[src/rtl/mtcp_pkg.sv]
// ----------------------------------------------------------------------------
// mtcp_pkg
// shared types and constants of the midi track chunk parser
// ----------------------------------------------------------------------------
package mtcp_pkg;

    localparam int DELTA_W  = 28;
    localparam int TDATA_W  = 112;
    localparam int TUSER_W  = 6;
    localparam int QDEPTH   = 2;
    localparam int QPTR_W   = $clog2(QDEPTH);
    localparam int QCNT_W   = $clog2(QDEPTH + 1);

    // result kinds
    localparam logic [3:0] KIND_NOTEOFF   = 4'd0;
    localparam logic [3:0] KIND_META      = 4'd7;
    localparam logic [3:0] KIND_SYSEX     = 4'd8;
    localparam logic [3:0] KIND_HEADERERR = 4'd9;
    localparam logic [3:0] KIND_VLQERR    = 4'd10;

    // status bytes
    localparam logic [7:0] ST_META        = 8'hFF;
    localparam logic [7:0] ST_SYSEX       = 8'hF0;
    localparam logic [7:0] ST_SYSEX_ESC   = 8'hF7;
    localparam logic [7:0] META_EOT       = 8'h2F;

    // chunk id "MTrk"
    localparam logic [7:0] TRACK_ID [4] = '{8'h4D, 8'h54, 8'h72, 8'h6B};

    typedef struct packed {
        logic [3:0]         kind;
        logic [DELTA_W-1:0] delta_time;
        logic [3:0]         channel;
        logic [7:0]         first_value;
        logic [7:0]         second_value;
        logic [14:0]        bend_value;
        logic [7:0]         meta_type;
        logic [DELTA_W-1:0] payload_length;
        logic [7:0]         payload_byte;
        logic               payload_valid;
        logic               last_of_event;
        logic               end_of_track;
    } t_result;

endpackage

[src/rtl/mtcp_front.sv]
// ----------------------------------------------------------------------------
// mtcp_front
// byte parser: header check, vlq decode, running status, event results
// ----------------------------------------------------------------------------
module mtcp_front #(
    parameter int VLQ_MAX_BYTES = 4
) (
    input  logic             i_clk,
    input  logic             i_rst_n,
    input  logic             i_accept,
    input  logic [7:0]       i_byte,
    output logic             o_res_valid,
    output mtcp_pkg::t_result o_res
);
    import mtcp_pkg::*;

    localparam int VW = $clog2(VLQ_MAX_BYTES + 1);

    localparam logic [2:0] PH_HEADER    = 3'd0;
    localparam logic [2:0] PH_DELTA     = 3'd1;
    localparam logic [2:0] PH_STATUS    = 3'd2;
    localparam logic [2:0] PH_DATA1     = 3'd3;
    localparam logic [2:0] PH_DATA2     = 3'd4;
    localparam logic [2:0] PH_META_TYPE = 3'd5;
    localparam logic [2:0] PH_LENGTH    = 3'd6;
    localparam logic [2:0] PH_PAYLOAD   = 3'd7;

    logic [2:0]         r_phase,     n_phase;
    logic [2:0]         r_hcount,    n_hcount;
    logic               r_hok,       n_hok;
    logic [7:0]         r_kept,      n_kept;
    logic [7:0]         r_evst,      n_evst;
    logic [DELTA_W-1:0] r_delta,     n_delta;
    logic [VW-1:0]      r_vlq,       n_vlq;
    logic [7:0]         r_first,     n_first;
    logic [7:0]         r_mtype,     n_mtype;
    logic [DELTA_W-1:0] r_length,    n_length;
    logic [DELTA_W-1:0] r_left,      n_left;

    logic               vlq_full;
    logic [VW-1:0]      vlq_inc;
    logic [DELTA_W-1:0] delta_shift;
    logic [DELTA_W-1:0] length_shift;
    logic               is_meta;
    t_result            res;
    logic               res_valid;

    assign vlq_full     = (r_vlq >= VW'(VLQ_MAX_BYTES));
    assign vlq_inc      = VW'(r_vlq + VW'(1));
    assign delta_shift  = {r_delta[DELTA_W-8:0], i_byte[6:0]};
    assign length_shift = {r_length[DELTA_W-8:0], i_byte[6:0]};
    assign is_meta      = (r_evst == ST_META);

    always_comb begin
        n_phase  = r_phase;
        n_hcount = r_hcount;
        n_hok    = r_hok;
        n_kept   = r_kept;
        n_evst   = r_evst;
        n_delta  = r_delta;
        n_vlq    = r_vlq;
        n_first  = r_first;
        n_mtype  = r_mtype;
        n_length = r_length;
        n_left   = r_left;
        res       = '0;
        res_valid = 1'b0;

        if (i_accept) begin
            unique case (r_phase)
                PH_HEADER: begin
                    if (r_hcount[2] == 1'b0 && i_byte != TRACK_ID[r_hcount[1:0]]) begin
                        n_hok = 1'b0;
                    end
                    if (r_hcount == 3'd7) begin
                        n_hcount = '0;
                        n_kept   = '0;
                        if (!r_hok) begin
                            res.kind          = KIND_HEADERERR;
                            res.last_of_event = 1'b1;
                            res_valid         = 1'b1;
                            n_hok             = 1'b1;
                        end else begin
                            n_phase = PH_DELTA;
                            n_delta = '0;
                            n_vlq   = '0;
                        end
                    end else begin
                        n_hcount = r_hcount + 3'd1;
                    end
                end
                PH_DELTA, PH_LENGTH: begin
                    if (vlq_full) begin
                        res.kind          = KIND_VLQERR;
                        res.last_of_event = 1'b1;
                        res_valid         = 1'b1;
                        n_phase           = PH_HEADER;
                        n_hcount          = '0;
                        n_hok             = 1'b1;
                        n_kept            = '0;
                    end else begin
                        n_vlq = vlq_inc;
                        if (r_phase == PH_DELTA) begin
                            n_delta = delta_shift;
                            if (!i_byte[7]) begin
                                n_phase = PH_STATUS;
                            end
                        end else begin
                            n_length = length_shift;
                            if (!i_byte[7]) begin
                                n_left = length_shift;
                                if (length_shift == '0) begin
                                    // empty payload: one marker result
                                    res.kind           = is_meta ? KIND_META : KIND_SYSEX;
                                    res.delta_time     = r_delta;
                                    res.meta_type      = is_meta ? r_mtype : 8'h00;
                                    res.last_of_event  = 1'b1;
                                    if (is_meta && r_mtype == META_EOT) begin
                                        res.end_of_track = 1'b1;
                                        n_phase  = PH_HEADER;
                                        n_hcount = '0;
                                        n_hok    = 1'b1;
                                        n_kept   = '0;
                                    end else begin
                                        n_phase = PH_DELTA;
                                        n_delta = '0;
                                        n_vlq   = '0;
                                    end
                                    res_valid = 1'b1;
                                end else begin
                                    n_phase = PH_PAYLOAD;
                                end
                            end
                        end
                    end
                end
                PH_STATUS: begin
                    priority if (i_byte == ST_META) begin
                        n_evst  = i_byte;
                        n_kept  = '0;
                        n_phase = PH_META_TYPE;
                    end else if (i_byte == ST_SYSEX || i_byte == ST_SYSEX_ESC) begin
                        n_evst   = i_byte;
                        n_kept   = '0;
                        n_mtype  = '0;
                        n_length = '0;
                        n_vlq    = '0;
                        n_phase  = PH_LENGTH;
                    end else if (i_byte[7] && i_byte[7:4] != 4'hF) begin
                        n_kept  = i_byte;
                        n_evst  = i_byte;
                        n_phase = PH_DATA1;
                    end else if (!i_byte[7] && r_kept != '0) begin
                        // running status
                        n_evst  = r_kept;
                        n_first = i_byte;
                        if (r_kept[7:5] == 3'b110) begin
                            res.kind          = KIND_NOTEOFF | {1'b0, r_kept[6:4]};
                            res.delta_time    = r_delta;
                            res.channel       = r_kept[3:0];
                            res.first_value   = i_byte;
                            res.last_of_event = 1'b1;
                            res_valid         = 1'b1;
                            n_phase           = PH_DELTA;
                            n_delta           = '0;
                            n_vlq             = '0;
                        end else begin
                            n_phase = PH_DATA2;
                        end
                    end else begin
                        // unknown status or no running status: drop
                        n_phase = PH_DELTA;
                        n_delta = '0;
                        n_vlq   = '0;
                    end
                end
                PH_DATA1: begin
                    n_first = i_byte;
                    if (r_evst[7:5] == 3'b110) begin
                        res.kind          = KIND_NOTEOFF | {1'b0, r_evst[6:4]};
                        res.delta_time    = r_delta;
                        res.channel       = r_evst[3:0];
                        res.first_value   = i_byte;
                        res.last_of_event = 1'b1;
                        res_valid         = 1'b1;
                        n_phase           = PH_DELTA;
                        n_delta           = '0;
                        n_vlq             = '0;
                    end else begin
                        n_phase = PH_DATA2;
                    end
                end
                PH_DATA2: begin
                    res.kind          = KIND_NOTEOFF | {1'b0, r_evst[6:4]};
                    res.delta_time    = r_delta;
                    res.channel       = r_evst[3:0];
                    res.first_value   = r_first;
                    res.second_value  = i_byte;
                    if (r_evst[6:4] == 3'd6) begin
                        res.bend_value = 15'(r_first) | (15'(i_byte) << 7);
                    end
                    res.last_of_event = 1'b1;
                    res_valid         = 1'b1;
                    n_phase           = PH_DELTA;
                    n_delta           = '0;
                    n_vlq             = '0;
                end
                PH_META_TYPE: begin
                    n_mtype  = i_byte;
                    n_length = '0;
                    n_vlq    = '0;
                    n_phase  = PH_LENGTH;
                end
                PH_PAYLOAD: begin
                    n_left             = r_left - DELTA_W'(1);
                    res.kind           = is_meta ? KIND_META : KIND_SYSEX;
                    res.delta_time     = r_delta;
                    res.meta_type      = is_meta ? r_mtype : 8'h00;
                    res.payload_length = r_length;
                    res.payload_byte   = i_byte;
                    res.payload_valid  = 1'b1;
                    res_valid          = 1'b1;
                    if (r_left == DELTA_W'(1)) begin
                        res.last_of_event = 1'b1;
                        if (is_meta && r_mtype == META_EOT) begin
                            res.end_of_track = 1'b1;
                            n_phase  = PH_HEADER;
                            n_hcount = '0;
                            n_hok    = 1'b1;
                            n_kept   = '0;
                        end else begin
                            n_phase = PH_DELTA;
                            n_delta = '0;
                            n_vlq   = '0;
                        end
                    end
                end
            endcase
        end
    end

    always_ff @(posedge i_clk) begin
        if (!i_rst_n) begin
            r_phase  <= PH_HEADER;
            r_hcount <= '0;
            r_hok    <= 1'b1;
            r_kept   <= '0;
            r_evst   <= '0;
            r_delta  <= '0;
            r_vlq    <= '0;
            r_first  <= '0;
            r_mtype  <= '0;
            r_length <= '0;
            r_left   <= '0;
        end else begin
            r_phase  <= n_phase;
            r_hcount <= n_hcount;
            r_hok    <= n_hok;
            r_kept   <= n_kept;
            r_evst   <= n_evst;
            r_delta  <= n_delta;
            r_vlq    <= n_vlq;
            r_first  <= n_first;
            r_mtype  <= n_mtype;
            r_length <= n_length;
            r_left   <= n_left;
        end
    end

    assign o_res_valid = res_valid;
    assign o_res       = res;

endmodule

[src/rtl/mtcp_queue.sv]
// ----------------------------------------------------------------------------
// mtcp_queue
// short result queue between parser and output stage
// ----------------------------------------------------------------------------
module mtcp_queue (
    input  logic              i_clk,
    input  logic              i_rst_n,
    input  logic              i_push,
    input  mtcp_pkg::t_result i_data,
    input  logic              i_pop,
    output logic              o_full,
    output logic              o_valid,
    output mtcp_pkg::t_result o_data
);
    import mtcp_pkg::*;

    t_result           r_mem [QDEPTH];
    logic [QPTR_W-1:0] r_wr_ptr, n_wr_ptr;
    logic [QPTR_W-1:0] r_rd_ptr, n_rd_ptr;
    logic [QCNT_W-1:0] r_count,  n_count;
    logic              do_push;
    logic              do_pop;

    assign o_full  = (r_count == QCNT_W'(QDEPTH));
    assign o_valid = (r_count != '0);
    assign o_data  = r_mem[r_rd_ptr];
    assign do_push = i_push && !o_full;
    assign do_pop  = i_pop && o_valid;

    always_comb begin
        n_wr_ptr = do_push ? QPTR_W'(r_wr_ptr + QPTR_W'(1)) : r_wr_ptr;
        n_rd_ptr = do_pop  ? QPTR_W'(r_rd_ptr + QPTR_W'(1)) : r_rd_ptr;
        n_count  = r_count;
        if (do_push && !do_pop) begin
            n_count = QCNT_W'(r_count + QCNT_W'(1));
        end else if (do_pop && !do_push) begin
            n_count = QCNT_W'(r_count - QCNT_W'(1));
        end
    end

    always_ff @(posedge i_clk) begin
        if (do_push) begin
            r_mem[r_wr_ptr] <= i_data;
        end
    end

    always_ff @(posedge i_clk) begin
        if (!i_rst_n) begin
            r_wr_ptr <= '0;
            r_rd_ptr <= '0;
            r_count  <= '0;
        end else begin
            r_wr_ptr <= n_wr_ptr;
            r_rd_ptr <= n_rd_ptr;
            r_count  <= n_count;
        end
    end

endmodule

[src/rtl/mtcp_back.sv]
// ----------------------------------------------------------------------------
// mtcp_back
// output register: drains the queue and packs results onto the stream
// ----------------------------------------------------------------------------
module mtcp_back (
    input  logic                         i_clk,
    input  logic                         i_rst_n,
    input  logic                         i_q_valid,
    input  mtcp_pkg::t_result            i_q_data,
    output logic                         o_q_pop,
    output logic                         o_tvalid,
    input  logic                         i_tready,
    output logic [mtcp_pkg::TDATA_W-1:0] o_tdata,
    output logic [mtcp_pkg::TUSER_W-1:0] o_tuser,
    output logic                         o_tlast
);
    import mtcp_pkg::*;

    logic    r_valid, n_valid;
    t_result r_res;
    logic    take;

    // register is free when empty or its transfer completes now
    assign take    = !r_valid || i_tready;
    assign o_q_pop = take && i_q_valid;
    assign n_valid = take ? i_q_valid : r_valid;

    always_ff @(posedge i_clk) begin
        if (!i_rst_n) begin
            r_valid <= 1'b0;
        end else begin
            r_valid <= n_valid;
        end
    end

    always_ff @(posedge i_clk) begin
        if (o_q_pop) begin
            r_res <= i_q_data;
        end
    end

    assign o_tvalid = r_valid;
    assign o_tlast  = r_res.last_of_event;
    assign o_tuser  = {r_res.end_of_track, r_res.payload_valid, r_res.kind};
    assign o_tdata  = {5'b0, r_res.payload_byte, r_res.payload_length, r_res.meta_type,
                       r_res.bend_value, r_res.second_value, r_res.first_value,
                       r_res.channel, r_res.delta_time};

endmodule

[src/rtl/midi_track_chunk_parser.sv]
// ----------------------------------------------------------------------------
// midi_track_chunk_parser
// standard midi file track chunk parser, one byte per transfer
// ----------------------------------------------------------------------------
// results go from the parser via the result queue and output register to
// the master side; throughput is one byte per cycle while the queue is not
// full, set by the parser step and a two-entry result queue ahead of the
// output register. reset (synchronous, active low) returns the parser to
// waiting for a chunk header and empties the queue and output register.
// ----------------------------------------------------------------------------
module midi_track_chunk_parser #(
    parameter int VLQ_MAX_BYTES = 4
) (
    input  logic                         i_clk,
    input  logic                         i_rst_n,
    input  logic                         i_s_axis_tvalid,
    output logic                         o_s_axis_tready,
    input  logic [7:0]                   i_s_axis_tdata,  // data_byte
    output logic                         o_m_axis_tvalid,
    input  logic                         i_m_axis_tready,
    // delta_time[27:0] channel[31:28] first_value[39:32] second_value[47:40]
    // bend_value[62:48] meta_type[70:63] payload_length[98:71]
    // payload_byte[106:99] zero[111:107]
    output logic [mtcp_pkg::TDATA_W-1:0] o_m_axis_tdata,
    // kind[3:0] payload_valid[4] end_of_track[5]
    output logic [mtcp_pkg::TUSER_W-1:0] o_m_axis_tuser,
    output logic                         o_m_axis_tlast   // last_of_event
);
    import mtcp_pkg::*;

    logic    in_xfer;
    logic    front_valid;
    t_result front_res;
    logic    q_full;
    logic    q_valid;
    t_result q_data;
    logic    q_pop;

    assign o_s_axis_tready = !q_full;
    assign in_xfer         = i_s_axis_tvalid && !q_full;

    mtcp_front #(
        .VLQ_MAX_BYTES (VLQ_MAX_BYTES)
    ) u_front (
        .i_clk       (i_clk),
        .i_rst_n     (i_rst_n),
        .i_accept    (in_xfer),
        .i_byte      (i_s_axis_tdata),
        .o_res_valid (front_valid),
        .o_res       (front_res)
    );

    mtcp_queue u_queue (
        .i_clk   (i_clk),
        .i_rst_n (i_rst_n),
        .i_push  (front_valid),
        .i_data  (front_res),
        .i_pop   (q_pop),
        .o_full  (q_full),
        .o_valid (q_valid),
        .o_data  (q_data)
    );

    mtcp_back u_back (
        .i_clk     (i_clk),
        .i_rst_n   (i_rst_n),
        .i_q_valid (q_valid),
        .i_q_data  (q_data),
        .o_q_pop   (q_pop),
        .o_tvalid  (o_m_axis_tvalid),
        .i_tready  (i_m_axis_tready),
        .o_tdata   (o_m_axis_tdata),
        .o_tuser   (o_m_axis_tuser),
        .o_tlast   (o_m_axis_tlast)
    );

endmodule

[config.mk]
export PLATFORM = sky130hd
export DESIGN_NAME = midi_track_chunk_parser
export DESIGN_NICKNAME = d
export VERILOG_FILES = /design/src/rtl/mtcp_pkg.sv /design/src/rtl/mtcp_front.sv /design/src/rtl/mtcp_queue.sv /design/src/rtl/mtcp_back.sv /design/src/rtl/midi_track_chunk_parser.sv
export SDC_FILE = /design/constraint.sdc
export NUM_CORES = 1
export LEC_CHECK = 0
export ABC_CLOCK_PERIOD_IN_PS = 12900
export BUFFER_PORTS_ARGS = -buffer_cell sky130_fd_sc_hd__buf_2
export CORE_ASPECT_RATIO = 0.5
export CORE_UTILIZATION = 45
export DETAILED_ROUTE_END_ITERATION = 7
export MAX_ROUTING_LAYER = met4
export PLACE_DENSITY = 0.68
export SLEW_MARGIN = 20
export SYNTH_ARGS = -nofsm -noshare
export SYNTH_HDL_FRONTEND = slang
export SYNTH_HIERARCHICAL = 1
export SYNTH_SLANG_ARGS = --single-unit
[constraint.sdc]
create_clock -name i_clk -period 12.9 [get_ports i_clk]
set_clock_uncertainty 0.2 [all_clocks]
set_input_delay 2.58 -clock i_clk [delete_from_list [all_inputs] [get_ports i_clk]]
set_output_delay 2.58 -clock i_clk [all_outputs]
set_load 0.05 [all_outputs]
==> metrics.yaml, run 1 <==
sta:
  finalSetupViolCount: 0
  finalCritPeriodShare: 0.5294
  setup-tns-final_ps: 0
  min_period_ps: 6830
  worst_slack_ps: 6070
  slew_headroom: 0.2796
  finalMaxSlewViolations: 0
  tightestPinTransition_ps: 1081
  clock.fmax_mhz: 146.4
  timing_hold_violations_final: 0
  rsz0062_at_grt: "no"
pwr:
  ir_worst_vdd_uv: 89.01
  p_leak_nw: 7.708
  power_density_mw_per_mm2: 170.8
critical_path:
  worst_ep_required_time_ps: 12880
  worstPathArrival_ps: 6810
  start_kind: "primary input"
  worstPathMaxFanout: 70
  worstSetupPathType: "in -> reg"
  crit_chain: "buf_2 > or4_1 > or3_1 > nor3_2 > a21boi_0 > a21oi_1 > inv_1 > nor3_4 > buf_4"
  r2r_cells: 8
  crit_path_end_kind: "register"
  crit_path_max_incr_delay_ps: 870
  slowest_stage: "buf_4"
place:
  globalplace.congestion: 0.9133
  post-dp-hpwl_mm: 26.35
  place_inst: 2053
  pre_cts_ws_ps: 5473
  portBuffers: 127
logic_synthesis:
  synth.top_cell.area_share: 0.5297
  synthTopCellsByArea: "edfxtp_1 53%, dfxtp_1 14%, mux2_4 4.6%, mux2_2 3.2%, a21oi_1 1.9%"
  synth_enable_flop_cells: 342
  ys_top_cells_by_count: "342 x edfxtp_1, 132 x dfxtp_1, 94 x nor2_1, 77 x clkbuf_1"
  synth-main-ff-cell: "edfxtp_1"
  synth_seq_cells: 474
  syn_avg_cell_area_um2: 13.56
  ys_types: 81
  synth_cells: 1430
  ys_seq_area_frac: 0.6660
  ys.warnings.count: 6
  synthArstFlopShare: 0
  yosysMostFrequentCell: "edfxtp_1"
  synth_area_mm2: 0.01939
  yosysTopAreaCell: "edfxtp_1"
worst_hold_path:
  hold_path.class: "reg -> reg"
  hold_depth: 2
clock_network:
  clk_root_buffer_cell: "clkbuf_16"
  cts_htree_levels: 2
  cts_tree: "done"
  cts_sinks: 474
  clk_path_buf_depth: 3
  cts_hold_buf: 0
  clk_latency_ps: 570
  ctsResizeCount: 0
  cts_buffers: 43
  clk_pin_slew_ps: 60
  post-cts-setup-buffers: 0
outcome:
  status: "complete, no violations"
layout:
  n_fill_cell: 3544
  syn_to_final_growth_pct: 12.24
  antenna_cells: 0
  layout-drive-gt1-share: 0.2423
  multiInputGateArea_mm2: 0.005912
  seqCellArea_mm2: 0.01292
  fin_cells: 2133
  utilization: 0.5151
  layout.nets: 1540
route:
  postRouteAntennaNets: 0
  drt_pass1_iterations: 5
  drtIter0Drc: 1028
  route.vias.total: 11980
  drc: 0
  wl_per_cell_um: 19.97
  wl_mm: 42.59
  vias_per_cell: 5.617
floorplanning:
  core_mm2: 0.04224
  row_count: 53
  start_util: 0.4590
  boundaryPins: 133
  die_x_um: 295.5
  die-height_um: 148.8
  design.die.area_mm2: 0.04397
global_route:
  antenna_found_initial: 0
  grt_overflow_total: 0
  grt_pass1_vias: 11430
  grt_max_degree: 77
  grt_pass1_wl_mm: 66.43
  track_usage: 0.2003
flow_run:
  cap_violations: 0
==> metal layers <==
metal | vias up | global-route usage | part of all wire
li1 | 5606 | - | -
met1 | 5969 | 0.2653 | 0.44
met2 | 340 | 0.3218 | 0.49
met3 | 66 | 0.03471 | 0.056
met4 | 0 | 0.05000 | 0.017
met5 | - | - | 0
==> critical path, delay by kind of cell <==
kind / cells / cell delay (ps)
AOI/OAI and AO/OA: 2 / 580
and+or+nand+nor: 4 / 2280
buffers and inverters: 3 / 1250
==> path summary, 6_finish.rpt <==
check                               startpoint                                end  slack (ps)
min          u_front/r_length[26]$_SDFFE_PN0P_  u_front/r_length[26]$_SDFFE_PN0P_         250
max reg2reg  u_front/r_length[14]$_SDFFE_PN0P_      u_queue/r_mem[0][6]$_DFFE_PP_        7880
max                          i_s_axis_tdata[1]      u_queue/r_mem[0][6]$_DFFE_PP_        6070
min reg2reg  u_front/r_length[26]$_SDFFE_PN0P_  u_front/r_length[26]$_SDFFE_PN0P_         250
==> cell families after synthesis <==
kind of cell,share of synthesized area
adders and majority gates,0.004517
xor gates and xnor gates,0.001356
and+or+nand+nor,0.1127
AOI/OAI and AO/OA,0.09997
buffers and inverters,0.03117
other,0.0001934
DFF,0.6660
muxes,0.08409
==> state kept, by name, indices dropped and copies added (netlist names), 6 cells and up, named ones only <==
register and count:
u_queue/r_mem 228, u_back/o_tdata 107, u_front/r_delta 28, u_front/r_left 28
u_front/r_length 28, u_front/r_evst 8, u_front/r_first 8, u_front/r_kept 8
u_front/r_mtype 8, u_back/o_tuser 6
==> cell type report <==
class | count | area share
clock inverter | 21 | 0.009603
inverter | 22 | 0.003795
sequential | 474 | 0.5936
multi-input combinational | 834 | 0.2717
clock buffer | 59 | 0.05221
tap | 577 | 0.03318
timing repair buffer | 146 | 0.03594
==> stage by stage <==
step | hold slack [ps] | total power, mW | area [um2]
2_1_floorplan | 227.4 | 2.380 | 19400
3_3_place_gp | 235.5 | 2.509 | 20400
3_5_place_dp | 241.2 | 2.517 | 20410
4_1_cts | 248.0 | 3.751 | 21760
5_1_grt | 271.4 | 3.854 | 21760
6_report | 248.5 | 3.716 | 21760
==> power breakdown <==
group	internal (mW)	switching, mW	leakage [nW]
Clock	0.684	0.553	0.649
Sequential	1.78	0.0499	4.25
Combinational	0.147	0.500	2.81
Total	2.61	1.10	7.71
==> placed cells by master, fill, tap and decap left out, types with 6 or more instances in the layout <==
cell type and instances:
or4_1 8, o21ai_0 48, and2_1 49, a21o_1 6, a211oi_1 11, mux2_4 60, nand3_1 55, dfxtp_1 131
mux2_2 55, nor2b_1 7, clkinv_1 9, nor2_1 94, a32o_1 8, ha_1 7, a31oi_1 13, a32o_2 28
buf_4 18, inv_1 21, nor3_1 26, nand4_1 7, buf_2 127, clkbuf_16 43, a22oi_1 26, and3_1 38
clkbuf_1 16, or2_2 8, nor4_1 20, o21a_1 8, edfxtp_1 342, a21oi_1 73, mux2i_1 11, nand2_1 74
No activity file was read; power rests on OpenSTA's default activity.
==> run 2, diff against run 1 <==
- ABC_CLOCK_PERIOD_IN_PS: 12900 -> 5500
- PLACE_DENSITY: 0.68 -> 0.71
- clock period: 12.9 -> 5.5 ns (I/O delays scaled with it)
==> run 2 against run 1 <==
Compared with the run above: final cell count hardly changed; first-iteration DRC count is 2.2% higher; sequential cell count stayed put; routed wire length is 1.1% lower; utilization is 0.34 points higher; largest cell class unchanged.
==> metrics.yaml, run 2 (synthesized netlist as in run 1, its figures left out) <==
layout:
  syn_to_final_growth_pct: 12.97  # was 12.24%
  final_common_cell: "edfxtp_1"  # unchanged
  n_fill_cell: 3529  # was 3,544
  largest_register: "u_queue/r_mem"  # unchanged
  layout.nets: 1541  # was 1,540
  antenna_cells: 0  # unchanged
  layout_common_cells: "342 x edfxtp_1, 131 x dfxtp_1, 127 x buf_2"  # unchanged
  post-route-cell-area_mm2: 0.02190  # was 0.02176 mm2
  layout-drive-gt1-share: 0.2516  # was 0.2423
  largest_register_ffs: 228  # unchanged
  fin_cells: 2131  # was 2,133
critical_path:
  critPathTopFamily: "simple AND/OR/NAND/NOR gates"  # unchanged
  crit_path_max_incr_delay_ps: 610  # was 870 ps
  crit_chain: "buf_2 > or4_4 > or3_4 > nor3_4 > a21boi_1 > a21oi_1 > inv_1 > nor3_4 > buf_4"  # was buf_2 > or4_1 > or3_1 > nor3_2 > a21boi_0 > a21oi_1 > inv_1 > nor3_4 > buf_4
  rrSetupSlack_ps: 1640  # was 7880 ps
  worst_ep_required_time_ps: 5480  # was 12,880 ps
  worstSetupPathType: "in -> reg"  # unchanged
  start_kind: "primary input"  # unchanged
  worstPathMaxFanout: 41  # was 70
  slowest_stage: "or4_4"  # was buf_4
  critPathBufInv: 3  # unchanged
  cpMostUsedCell: "nor3_4"
  worstPathArrival_ps: 4070  # was 6810 ps
  crit_path_end_kind: "register"  # unchanged
clock_network:
  clk_root_buffer_cell: "clkbuf_16"  # unchanged
  clk_path_buf_depth: 3  # unchanged
  cts_htree_levels: 2  # unchanged
  cts_sinks: 474  # unchanged
  clk_pin_slew_ps: 60  # about the same
  cts_hold_buf: 0  # unchanged
  cts_buffers: 43  # unchanged
  clk_latency_ps: 550  # was 570 ps
  post-cts-setup-buffers: 0  # unchanged
  cts_tree: "done"  # unchanged
  ctsResizeCount: 0  # unchanged
place:
  post-dp-hpwl_mm: 26.18  # was 26.35 mm
  globalplace.congestion: 0.9139  # was 0.9133
  portBuffers: 127  # unchanged
  dpl-instance-area_mm2: 0.02048  # was 0.02041 mm2
  place_inst: 2054  # was 2,053
  pre_cts_ws_ps: 841.1  # was 5473 ps
route:
  wl_mm: 42.13  # was 42.59 mm
  route.vias.total: 11990  # was 11,980
  vias_per_cell: 5.626  # was 5.617
  drt_pass1_iterations: 5  # unchanged
  drtIter0Drc: 1051  # was 1,028
  wl_per_cell_um: 19.77  # was 19.97 um
  postRouteAntennaNets: 0  # unchanged
  drc: 0  # unchanged
sta:
  slew_headroom: 0.2712  # was 0.2796
  clock.fmax_mhz: 244.3
  rsz0062_at_grt: "no"  # unchanged
  finalMaxSlewViolations: 0  # unchanged
  timing_hold_violations_final: 0  # unchanged
  finalSetupViolCount: 0  # unchanged
  setup-tns-final_ps: 0  # unchanged
  tightestPinTransition_ps: 1093  # was 1081 ps
  holdWs_ps: 251.5  # was 248.5 ps
  min_period_ps: 4093
  worst_slack_ps: 1407  # was 6070 ps
  finalCritPeriodShare: 0.7443
floorplanning:
  design.die.area_mm2: 0.04397  # unchanged
  core_mm2: 0.04224  # unchanged
  die_x_um: 295.5  # unchanged
  start_util: 0.4590  # unchanged
  boundaryPins: 133  # unchanged
  die-height_um: 148.8  # unchanged
  row_count: 53  # unchanged
global_route:
  grt_pass1_vias: 11510  # was 11,430
  grt_max_degree: 77  # unchanged
  antenna_found_initial: 0  # unchanged
  grt_pass1_wl_mm: 65.22  # was 66.43 mm
  track_usage: 0.1960  # was 0.2003
  grt_overflow_total: 0  # unchanged
outcome:
  status: "complete, no violations"  # unchanged
worst_hold_path:
  hold_path.class: "reg -> reg"  # unchanged
pwr:
  power_density_mw_per_mm2: 402.5  # was 170.8 mW/mm2
  ir_worst_vdd_uv: 255.9  # was 89.01 uV
  p_leak_nw: 7.781  # was 7.708 nW
flow_run:
  cap_violations: 0  # unchanged
## run 2: path summary, 6_finish.rpt
| path | start | cells after the start | end |
|---|---|---|---|
| worst max-delay path | i_s_axis_tdata[0] | 9 | u_queue/r_mem[0][11]$_DFFE_PP_ |
| worst min-delay path | u_front/r_length[22]$_SDFFE_PN0P_ | 2 | u_front/r_length[22]$_SDFFE_PN0P_ |
| worst max register to register | u_front/r_phase[0]$_SDFFE_PN0P_ | 8 | u_queue/r_mem[0][11]$_DFFE_PP_ |
| worst min register to register | u_front/r_length[22]$_SDFFE_PN0P_ | 2 | u_front/r_length[22]$_SDFFE_PN0P_ |
## run 2: layout make-up
cell class,instances,area (um2),share of cell area
clock buffers,53,1176,0.05370
clock inverters,24,242.7,0.01108
inverters,22,82.58,0.003770
multi-input cells,834,5927,0.2706
flip-flops and latches,474,12920,0.5897
well taps,577,721.9,0.03296
repair buffers,147,835.8,0.03816
## run 2: worst reg2reg max path, stage by stage (launching register included)
cell	delay [ps]
dfxtp_1	850
nor3b_1	570
o21a_1	280
a21oi_1	80
a21boi_1	170
a21oi_1	320
inv_1	150
nor3_4	270
buf_4	520
## run 2: layer usage
metal / GRT usage / share of wire
met2: 0.3155 / 0.49
met1: 0.2542 / 0.44
met5: - / 0
met3: 0.03159 / 0.045
met4: 0.06606 / 0.028
## run 2: report_power, final
part	internal [mW]	switching (mW)	total (mW)
sequential	4.18	0.114	4.29
combinational	0.347	1.17	1.52
clock	1.72	1.29	3.01
## run 2: per-stage QoR
| stage | power, mW | util |
|---|---|---|
| CTS | 8.894 | 0.5185 |
| global route | 9.128 | 0.5185 |
| finish | 8.815 | 0.5185 |
| global placement | 5.882 | 0.4849 |
| detailed placement | 5.896 | 0.4849 |
| floorplan | 5.548 | - |
